[src/sv/sha1_pkg.sv]
package sha1_pkg;

  localparam int NUM_CHAIN = 5;
  localparam int WIN_WORDS = 16;

  localparam logic [6:0] LAST_ROUND = 7'd79;
  localparam logic [2:0] LAST_OUT   = 3'd4;
  localparam logic [2:0] WORD_BYTES = 3'd4;
  localparam logic [5:0] LEN_POS    = 6'd56;
  localparam logic [3:0] LAST_WORD  = 4'd15;
  localparam logic [31:0] PAD_WORD  = 32'h8000_0000;

  localparam logic [31:0] H_INIT [NUM_CHAIN] = '{
    32'h6745_2301, 32'hefcd_ab89, 32'h98ba_dcfe, 32'h1032_5476, 32'hc3d2_e1f0
  };

  typedef enum logic [2:0] {
    ST_IDLE,
    ST_ROUND,
    ST_FOLD,
    ST_PAD80,
    ST_PADZ,
    ST_LENHI,
    ST_LENLO,
    ST_OUT
  } state_t;

  // source of the bytes fed to the packer
  typedef enum logic [2:0] {
    SRC_DATA,
    SRC_PAD80,
    SRC_ZERO,
    SRC_LENHI,
    SRC_LENLO
  } src_t;

  typedef struct packed {
    logic       in_ready;
    logic       absorb_en;
    src_t       src;
    logic       load_en;
    logic       round_en;
    logic [6:0] round_idx;
    logic       fold_en;
    logic       clear_en;
    logic       out_valid;
    logic [2:0] out_idx;
  } ctl_t;

  typedef struct packed {
    logic blk_full;
    logic at_len;
    logic fin;
  } sts_t;

  function automatic logic [31:0] round_k(input logic [6:0] t);
    logic [31:0] k;
    if (t < 7'd20) begin
      k = 32'h5A82_7999;
    end else if (t < 7'd40) begin
      k = 32'h6ED9_EBA1;
    end else if (t < 7'd60) begin
      k = 32'h8F1B_BCDC;
    end else begin
      k = 32'hCA62_C1D6;
    end
    return k;
  endfunction

  function automatic logic [31:0] round_f(input logic [6:0] t, input logic [31:0] b,
                                          input logic [31:0] c, input logic [31:0] d);
    logic [31:0] f;
    if (t < 7'd20) begin
      f = (b & c) | (~b & d);
    end else if (t < 7'd40) begin
      f = b ^ c ^ d;
    end else if (t < 7'd60) begin
      f = (b & c) | (b & d) | (c & d);
    end else begin
      f = b ^ c ^ d;
    end
    return f;
  endfunction

endpackage

[src/sv/sha1_round.sv]
// Compression unit: schedule window, working variables, chaining values.
module sha1_round (
  input  logic                clk,
  input  logic                rst_n,
  input  sha1_pkg::ctl_t      ctl,
  input  logic                push_en,
  input  logic [31:0]         push_word,
  output logic [31:0]         digest_word
);

  logic [31:0] win_r   [sha1_pkg::WIN_WORDS];
  logic [31:0] chain_r [sha1_pkg::NUM_CHAIN];
  logic [31:0] a_r, b_r, c_r, d_r, e_r;
  logic [31:0] w_mix;
  logic [31:0] w_new;
  logic [31:0] tmp;

  // window slides one word per round or per pushed word; during rounds win_r[0] is W(t)
  assign w_mix = win_r[13] ^ win_r[8] ^ win_r[2] ^ win_r[0];
  assign w_new = {w_mix[30:0], w_mix[31]};

  assign tmp = {a_r[26:0], a_r[31:27]}
             + sha1_pkg::round_f(ctl.round_idx, b_r, c_r, d_r)
             + e_r + win_r[0] + sha1_pkg::round_k(ctl.round_idx);

  always_ff @(posedge clk) begin
    if (push_en || ctl.round_en) begin
      for (int i = 0; i < sha1_pkg::WIN_WORDS - 1; i++) begin
        win_r[i] <= win_r[i+1];
      end
      win_r[sha1_pkg::WIN_WORDS-1] <= push_en ? push_word : w_new;
    end
  end

  always_ff @(posedge clk) begin
    if (ctl.load_en) begin
      a_r <= chain_r[0];
      b_r <= chain_r[1];
      c_r <= chain_r[2];
      d_r <= chain_r[3];
      e_r <= chain_r[4];
    end else if (ctl.round_en) begin
      a_r <= tmp;
      b_r <= a_r;
      c_r <= {b_r[1:0], b_r[31:2]};
      d_r <= c_r;
      e_r <= d_r;
    end
  end

  always_ff @(posedge clk) begin
    if (!rst_n || ctl.clear_en) begin
      for (int i = 0; i < sha1_pkg::NUM_CHAIN; i++) begin
        chain_r[i] <= sha1_pkg::H_INIT[i];
      end
    end else if (ctl.fold_en) begin
      chain_r[0] <= chain_r[0] + a_r;
      chain_r[1] <= chain_r[1] + b_r;
      chain_r[2] <= chain_r[2] + c_r;
      chain_r[3] <= chain_r[3] + d_r;
      chain_r[4] <= chain_r[4] + e_r;
    end
  end

  always_comb begin
    case (ctl.out_idx)
      3'd0:    digest_word = chain_r[0];
      3'd1:    digest_word = chain_r[1];
      3'd2:    digest_word = chain_r[2];
      3'd3:    digest_word = chain_r[3];
      3'd4:    digest_word = chain_r[4];
      default: digest_word = chain_r[0];
    endcase
  end

endmodule

[src/sv/sha1_ctrl.sv]
// Sequencer: absorb, padding, 80 rounds, fold, digest readout.
module sha1_ctrl (
  input  logic           clk,
  input  logic           rst_n,
  input  logic           in_valid,
  input  logic           out_ready,
  input  sha1_pkg::sts_t sts,
  output sha1_pkg::ctl_t ctl
);

  sha1_pkg::state_t state_r, state_nxt;
  sha1_pkg::state_t ret_r, ret_nxt;
  logic [6:0] rnd_r, rnd_nxt;
  logic [2:0] oidx_r, oidx_nxt;

  always_ff @(posedge clk) begin
    if (!rst_n) begin
      state_r <= sha1_pkg::ST_IDLE;
      ret_r   <= sha1_pkg::ST_IDLE;
      rnd_r   <= '0;
      oidx_r  <= '0;
    end else begin
      state_r <= state_nxt;
      ret_r   <= ret_nxt;
      rnd_r   <= rnd_nxt;
      oidx_r  <= oidx_nxt;
    end
  end

  // next state
  always_comb begin
    state_nxt = state_r;
    ret_nxt   = ret_r;
    rnd_nxt   = rnd_r;
    oidx_nxt  = oidx_r;
    case (state_r)
      sha1_pkg::ST_IDLE: begin
        if (in_valid) begin
          if (sts.blk_full) begin
            state_nxt = sha1_pkg::ST_ROUND;
            ret_nxt   = sts.fin ? sha1_pkg::ST_PAD80 : sha1_pkg::ST_IDLE;
          end else if (sts.fin) begin
            state_nxt = sha1_pkg::ST_PAD80;
          end
        end
      end
      sha1_pkg::ST_PAD80: begin
        if (sts.blk_full) begin
          state_nxt = sha1_pkg::ST_ROUND;
          ret_nxt   = sha1_pkg::ST_PADZ;
        end else begin
          state_nxt = sha1_pkg::ST_PADZ;
        end
      end
      sha1_pkg::ST_PADZ: begin
        if (sts.at_len) begin
          state_nxt = sha1_pkg::ST_LENHI;
        end else if (sts.blk_full) begin
          state_nxt = sha1_pkg::ST_ROUND;
          ret_nxt   = sha1_pkg::ST_PADZ;
        end
      end
      sha1_pkg::ST_LENHI: begin
        state_nxt = sha1_pkg::ST_LENLO;
      end
      sha1_pkg::ST_LENLO: begin
        state_nxt = sha1_pkg::ST_ROUND;
        ret_nxt   = sha1_pkg::ST_OUT;
      end
      sha1_pkg::ST_ROUND: begin
        if (rnd_r == sha1_pkg::LAST_ROUND) begin
          rnd_nxt   = '0;
          state_nxt = sha1_pkg::ST_FOLD;
        end else begin
          rnd_nxt = rnd_r + 7'd1;
        end
      end
      sha1_pkg::ST_FOLD: begin
        state_nxt = ret_r;
      end
      sha1_pkg::ST_OUT: begin
        if (out_ready) begin
          if (oidx_r == sha1_pkg::LAST_OUT) begin
            oidx_nxt  = '0;
            state_nxt = sha1_pkg::ST_IDLE;
            ret_nxt   = sha1_pkg::ST_IDLE;
          end else begin
            oidx_nxt = oidx_r + 3'd1;
          end
        end
      end
      default: begin
        state_nxt = sha1_pkg::ST_IDLE;
      end
    endcase
  end

  // outputs
  always_comb begin
    ctl           = '0;
    ctl.src       = sha1_pkg::SRC_DATA;
    ctl.round_idx = rnd_r;
    ctl.out_idx   = oidx_r;
    case (state_r)
      sha1_pkg::ST_IDLE: begin
        ctl.in_ready  = 1'b1;
        ctl.absorb_en = in_valid;
      end
      sha1_pkg::ST_PAD80: begin
        ctl.absorb_en = 1'b1;
        ctl.src       = sha1_pkg::SRC_PAD80;
      end
      sha1_pkg::ST_PADZ: begin
        ctl.absorb_en = !sts.at_len;
        ctl.src       = sha1_pkg::SRC_ZERO;
      end
      sha1_pkg::ST_LENHI: begin
        ctl.absorb_en = 1'b1;
        ctl.src       = sha1_pkg::SRC_LENHI;
      end
      sha1_pkg::ST_LENLO: begin
        ctl.absorb_en = 1'b1;
        ctl.src       = sha1_pkg::SRC_LENLO;
      end
      sha1_pkg::ST_ROUND: begin
        ctl.round_en = 1'b1;
      end
      sha1_pkg::ST_FOLD: begin
        ctl.fold_en = 1'b1;
      end
      sha1_pkg::ST_OUT: begin
        ctl.out_valid = 1'b1;
        ctl.clear_en  = out_ready && (oidx_r == sha1_pkg::LAST_OUT);
      end
      default: begin
        ctl.in_ready = 1'b0;
      end
    endcase
    ctl.load_en = ctl.absorb_en && sts.blk_full;
  end

`ifndef NO_ASSERTIONS
  a_round_to_fold: assert property (@(posedge clk) disable iff (!rst_n)
    (state_r == sha1_pkg::ST_ROUND && rnd_r == sha1_pkg::LAST_ROUND)
      |=> (state_r == sha1_pkg::ST_FOLD))
    else $error("last round not followed by fold");

  a_idle_counters: assert property (@(posedge clk) disable iff (!rst_n)
    (state_r == sha1_pkg::ST_IDLE) |-> (rnd_r == '0 && oidx_r == '0))
    else $error("counters not clear while idle");

  a_out_done: assert property (@(posedge clk) disable iff (!rst_n)
    (state_r == sha1_pkg::ST_OUT && out_ready && oidx_r == sha1_pkg::LAST_OUT)
      |=> (state_r == sha1_pkg::ST_IDLE && ret_r == sha1_pkg::ST_IDLE))
    else $error("digest readout did not return to idle");
`endif

endmodule

[src/sv/sha1_hash_engine.sv]
// Channel | Direction | Ports                                    | Handshake
// in      | input     | in_message_word, in_byte_count, in_final_word | in_valid / in_ready
// out     | output    | out_digest_word, out_digest_end          | out_valid / out_ready
//
// Flow: a word is taken when in_valid meets in_ready. The 16th word of a block starts the
//   shared round unit: 80 rounds, then a fold; no new word is taken meanwhile.
// A final word adds padding steps (the 0x80 byte, zero fill up to the length position,
//   then the two length words), possibly a second block, then five digest words.
// Reset: rst_n synchronous, active low; chaining values load the initial
//   values, byte position, partial word and bit length clear.
// Stalls: in_ready is high only while idle; out_valid holds until each digest
//   word is taken, and the engine reloads itself after the fifth.
module sha1_hash_engine (
  input  logic        clk,
  input  logic        rst_n,
  input  logic        in_valid,
  output logic        in_ready,
  input  logic [31:0] in_message_word,
  input  logic [2:0]  in_byte_count,
  input  logic        in_final_word,
  output logic        out_valid,
  input  logic        out_ready,
  output logic [31:0] out_digest_word,
  output logic        out_digest_end
);

  sha1_pkg::ctl_t ctl;
  sha1_pkg::sts_t sts;

  logic [5:0]  pos_r, pos_nxt;     // byte position within the block
  logic [23:0] part_r, part_nxt;   // bytes of the word being assembled
  logic [63:0] len_r, len_nxt;     // message bit count

  logic [1:0]  off;
  logic [31:0] src_word;
  logic [2:0]  src_cnt;
  logic [31:0] new_bytes;
  logic [55:0] comb;
  logic [2:0]  total;
  logic [1:0]  rem;
  logic        complete;
  logic [55:0] done_shift;
  logic [23:0] part_keep;
  logic        push_en;

  assign off = pos_r[1:0];

  // byte source for the packer
  always_comb begin
    case (ctl.src)
      sha1_pkg::SRC_DATA: begin
        src_word = in_message_word;
        src_cnt  = (in_byte_count > sha1_pkg::WORD_BYTES) ? sha1_pkg::WORD_BYTES
                                                            : in_byte_count;
      end
      sha1_pkg::SRC_PAD80: begin
        src_word = sha1_pkg::PAD_WORD;
        src_cnt  = 3'd1;
      end
      sha1_pkg::SRC_ZERO: begin
        // zero bytes up to the next word boundary
        src_word = '0;
        src_cnt  = (off == 2'd0) ? sha1_pkg::WORD_BYTES
                                 : (sha1_pkg::WORD_BYTES - {1'b0, off});
      end
      sha1_pkg::SRC_LENHI: begin
        src_word = len_r[63:32];
        src_cnt  = sha1_pkg::WORD_BYTES;
      end
      sha1_pkg::SRC_LENLO: begin
        src_word = len_r[31:0];
        src_cnt  = sha1_pkg::WORD_BYTES;
      end
      default: begin
        src_word = '0;
        src_cnt  = '0;
      end
    endcase
  end

  // right-align the valid top bytes
  always_comb begin
    case (src_cnt)
      3'd1:    new_bytes = {24'd0, src_word[31:24]};
      3'd2:    new_bytes = {16'd0, src_word[31:16]};
      3'd3:    new_bytes = {8'd0,  src_word[31:8]};
      3'd4:    new_bytes = src_word;
      default: new_bytes = '0;
    endcase
  end

  // partial bytes followed by the new ones, up to seven bytes
  assign comb       = ({32'd0, part_r} << {src_cnt, 3'b000}) | {24'd0, new_bytes};
  assign total      = {1'b0, off} + src_cnt;
  assign complete   = total[2];
  assign rem        = total[1:0];
  assign done_shift = comb >> {rem, 3'b000};

  always_comb begin
    case (rem)
      2'd1:    part_keep = {16'd0, comb[7:0]};
      2'd2:    part_keep = {8'd0,  comb[15:0]};
      2'd3:    part_keep = comb[23:0];
      default: part_keep = '0;
    endcase
  end

  assign part_nxt = complete ? part_keep : comb[23:0];
  assign pos_nxt  = pos_r + {3'd0, src_cnt};
  assign len_nxt  = len_r + {58'd0, src_cnt, 3'b000};
  assign push_en  = ctl.absorb_en && complete;

  assign sts.blk_full = complete && (pos_r[5:2] == sha1_pkg::LAST_WORD);
  assign sts.at_len   = (pos_r == sha1_pkg::LEN_POS);
  assign sts.fin      = in_final_word;

  always_ff @(posedge clk) begin
    if (!rst_n || ctl.clear_en) begin
      pos_r  <= '0;
      part_r <= '0;
      len_r  <= '0;
    end else if (ctl.absorb_en) begin
      pos_r  <= pos_nxt;
      part_r <= part_nxt;
      if (ctl.src == sha1_pkg::SRC_DATA) begin
        len_r <= len_nxt;
      end
    end
  end

  sha1_ctrl u_ctrl (
    .clk       (clk),
    .rst_n     (rst_n),
    .in_valid  (in_valid),
    .out_ready (out_ready),
    .sts       (sts),
    .ctl       (ctl)
  );

  sha1_round u_round (
    .clk         (clk),
    .rst_n       (rst_n),
    .ctl         (ctl),
    .push_en     (push_en),
    .push_word   (done_shift[31:0]),
    .digest_word (out_digest_word)
  );

  assign in_ready       = ctl.in_ready;
  assign out_valid      = ctl.out_valid;
  assign out_digest_end = (ctl.out_idx == sha1_pkg::LAST_OUT);

`ifndef NO_ASSERTIONS
  a_len_ends_block: assert property (@(posedge clk) disable iff (!rst_n)
    (ctl.absorb_en && ctl.src == sha1_pkg::SRC_LENLO) |-> sts.blk_full)
    else $error("length word does not close the block");
`endif

endmodule
[config.mk]
export PLATFORM = sky130hd
export DESIGN_NAME = sha1_hash_engine
export DESIGN_NICKNAME = d
export VERILOG_FILES = /design/src/sv/sha1_pkg.sv /design/src/sv/sha1_round.sv /design/src/sv/sha1_ctrl.sv /design/src/sv/sha1_hash_engine.sv
export SDC_FILE = /design/constraint.sdc
export NUM_CORES = 2
export LEC_CHECK = 0
export BUFFER_PORTS_ARGS = -buffer_cell sky130_fd_sc_hd__buf_4
export CELL_PAD_IN_SITES_DETAIL_PLACEMENT = 1
export CELL_PAD_IN_SITES_GLOBAL_PLACEMENT = 2
export CORE_ASPECT_RATIO = 0.8
export CORE_UTILIZATION = 40
export DETAILED_ROUTE_END_ITERATION = 6
export GPL_TIMING_DRIVEN = 0
export PLACE_DENSITY = 0.8
export RECOVER_POWER = 100
export SLEW_MARGIN = 20
export SYNTH_ARGS = -nofsm -noshare
export SYNTH_HDL_FRONTEND = slang
export SYNTH_SLANG_ARGS = --single-unit
[constraint.sdc]
create_clock -name clk -period 61.7 [get_ports clk]
set_input_delay 6.17 -clock clk [delete_from_list [all_inputs] [get_ports clk]]
set_output_delay 6.17 -clock clk [all_outputs]
set_load 0.01 [all_outputs]
==> results.cfg <==
[clock_tree]
numCtsBuffers = 101
cts_sinks = 938
clkSlewWorstSetupHoldPaths_ps = 60
htreeDepth = 3
hold_buffers = 0
post_cts_buffers = 0
post_cts_resized = 0
worstSkewPairLatency_ps = 740
cts_tree = built
cts_buffer_depth = 3
cts_root_buf = clkbuf_16

[floorplanning]
dieArea_sq_um = 128000
pin_count = 75
floorplan.initialDensity = 0.403
fp.dieH_um = 320
die_w_um = 399
core_sq_um = 125000
rows = 116

[yosys]
netlist.area_leader.share = 0.494
synth_nets = 4858
netlist_top_cells_count = edfxtp_1, nand2_1, nor2_1
ys.flop_type = edfxtp_1
ys_seq_elements = 938
synth_most_common_cell = edfxtp_1
ys_top_cells_by_area = edfxtp_1, ha_1, fa_1, dfxtp_1, nand2_1
netlist_area_sq_um = 50500
async_flop_share = 0
syn_area_per_cell_sq_um = 11.3
yosysTopAreaCell = edfxtp_1
yosys_warnings = 0
ys_types = 91
synth_edf_count = 832
seq_area_frac_synth = 0.536
netlist_instances = 4484

[worst_hold_path]
min_path_type = reg -> reg

[detailed_routing]
num_vias = 37500
wl_per_cell_um = 27.1
routed_wirelength_um = 175000
viasPerCell = 5.83
drc = 0
highest_layer = met5
dr.first_iter.drc_count = 3682
drt_first_pass_iters = 6
wl_met2_um = 74700
dr_wl_met3_um = 13700
wl_met1_um = 81300
antenna_left = 0

[run_status]
status = complete, but fails checks
violations = capacitance limit, slew limit

[cells_and_area]
fill_cells = 13500
drive_above_1_share = 0.0517
area_growth_pct = 11.8
num_antenna_cells = 0
final_net_count = 5068

[critical_path]
path_buf_inv = 9
path_cells = clkbuf_1 -> nor2b_1 -> maj3_1 -> nor2_1 -> inv_1 -> clkbuf_1 -> ha_1 -> fa_1 -> xnor2_1 -> o21ai_0 -> clkbuf_1 -> clkbuf_1 -> clkbuf_1 -> clkbuf_1 -> clkbuf_1 -> clkbuf_1
cp-end-kind = flop
slowest_stage = o21ai_0
worstPathArrival_ps = 16000
cp_common_cell = clkbuf_1
slowest_delay_ps = 1330
start_kind = input pin
worstPathRequired_ps = 62040
crit_path_max_fanout = 24
critical_path_class = in -> reg
crit_family = buffers and inverters

[timing]
rsz0062_at_grt = false
relSlewSlack = -1.14
worst_clock_skew_ps = 39.5
setup_tns_ps = 0
finalHoldViolCount = 0
fmax_mhz = 63.8
period_share = 0.254
slew_violations = 355
max_slew.worst_pin.slew_ps = 3200
finalCriticalPeriod_ps = 15670
setup_viol = 0

[global_route]
grt_use_total = 0.272
grt_pass1_wl_um = 254000
antenna_found_initial = 11
grt.overflow.total = 0
grt_max_degree = 50
grt_pass1_vias = 37400

[placement]
io_buffers = 74
gp_congestion = 0.954
place_hpwl_um = 136000

[flow_run]
maxCapViolCount = 13
kinds of logic after synthesis:
group,synth area share
AND/OR/NAND/NOR,0.117
AO/OA/AOI/OAI,0.132
flip-flops,0.536
buffers and inverters,0.0320
adder cells (fa/ha/maj),0.101
XOR/XNOR,0.0513
multiplexers,0.0301
layer usage:
metal	up-vias	GRT usage
met4	4	0.0692
met5	-	0
met2	1335	0.402
met3	224	0.0474
li1	16700	-
met1	19200	0.409
flip-flops by register name (all words and copies together) (netlist names), 3 cells and up:
signal           count
u_round.e_r         32
u_round.win_r      512
u_round.b_r         32
u_round.c_r         32
u_round.chain_r    160
u_round.a_r         32
u_ctrl.rnd_r         7
len_r               61
part_r              24
u_ctrl.state_r       3
u_ctrl.oidx_r        3
u_round.d_r         32
pos_r                6
metrics by stage:
step	instances	utilization	setup WS (ps)	area [sq um]	hold slack, ps
2_1_floorplan	4484	-	15780	50500	400
3_3_place_gp	6210	0.424	2380	53200	400
3_5_place_dp	6243	0.431	48530	54000	405
4_1_cts	6430	0.458	49310	57400	406
5_1_grt	6430	0.451	45270	56500	416
6_report	6430	0.451	46030	56500	406
placed cells by master (no fill, tap or decap), types with 102 or more instances in the layout:
| cell type | netlist | layout |
|---|---|---|
| dfxtp_1 | 106 | 106 |
| edfxtp_1 | 832 | 832 |
| inv_1 | 231 | 233 |
| xnor2_1 | 171 | 171 |
| ha_1 | 213 | 213 |
| mux2i_1 | 134 | 134 |
| o21ai_0 | 190 | 197 |
| clkbuf_16 | 0 | 102 |
| a21oi_1 | 276 | 276 |
| nand2_1 | 560 | 560 |
| nor2_1 | 374 | 374 |
| clkbuf_1 | 134 | 245 |
| xor2_1 | 125 | 125 |
| fa_1 | 121 | 121 |
layout make-up:
type	instances	area (sq um)	share of cell area
clock inverters	63	758	0.0134
repair buffers	107	544	0.00963
inverters	236	886	0.0157
flip-flops and latches	938	27100	0.480
clock buffers	124	2640	0.0466
multi-input cells	3127	21800	0.386
plain buffers	183	709	0.0126
well taps	1652	2070	0.0366
worst paths after layout:
kind                   startpoint                    end  slack, ps  cells past startpoint
max              in_byte_count[2]  u_round.win_r[0][152]      46030                     16
min          u_round.win_r[0][41]    u_round.win_r[0][9]        410                      0
max reg2reg     u_ctrl.state_r[1]  u_round.win_r[0][152]      50740                     17
min reg2reg  u_round.win_r[0][41]    u_round.win_r[0][9]        410                      0
Power is not shown: default switching activity piles up to over one toggle a cycle in this logic, so the estimate is an artifact.
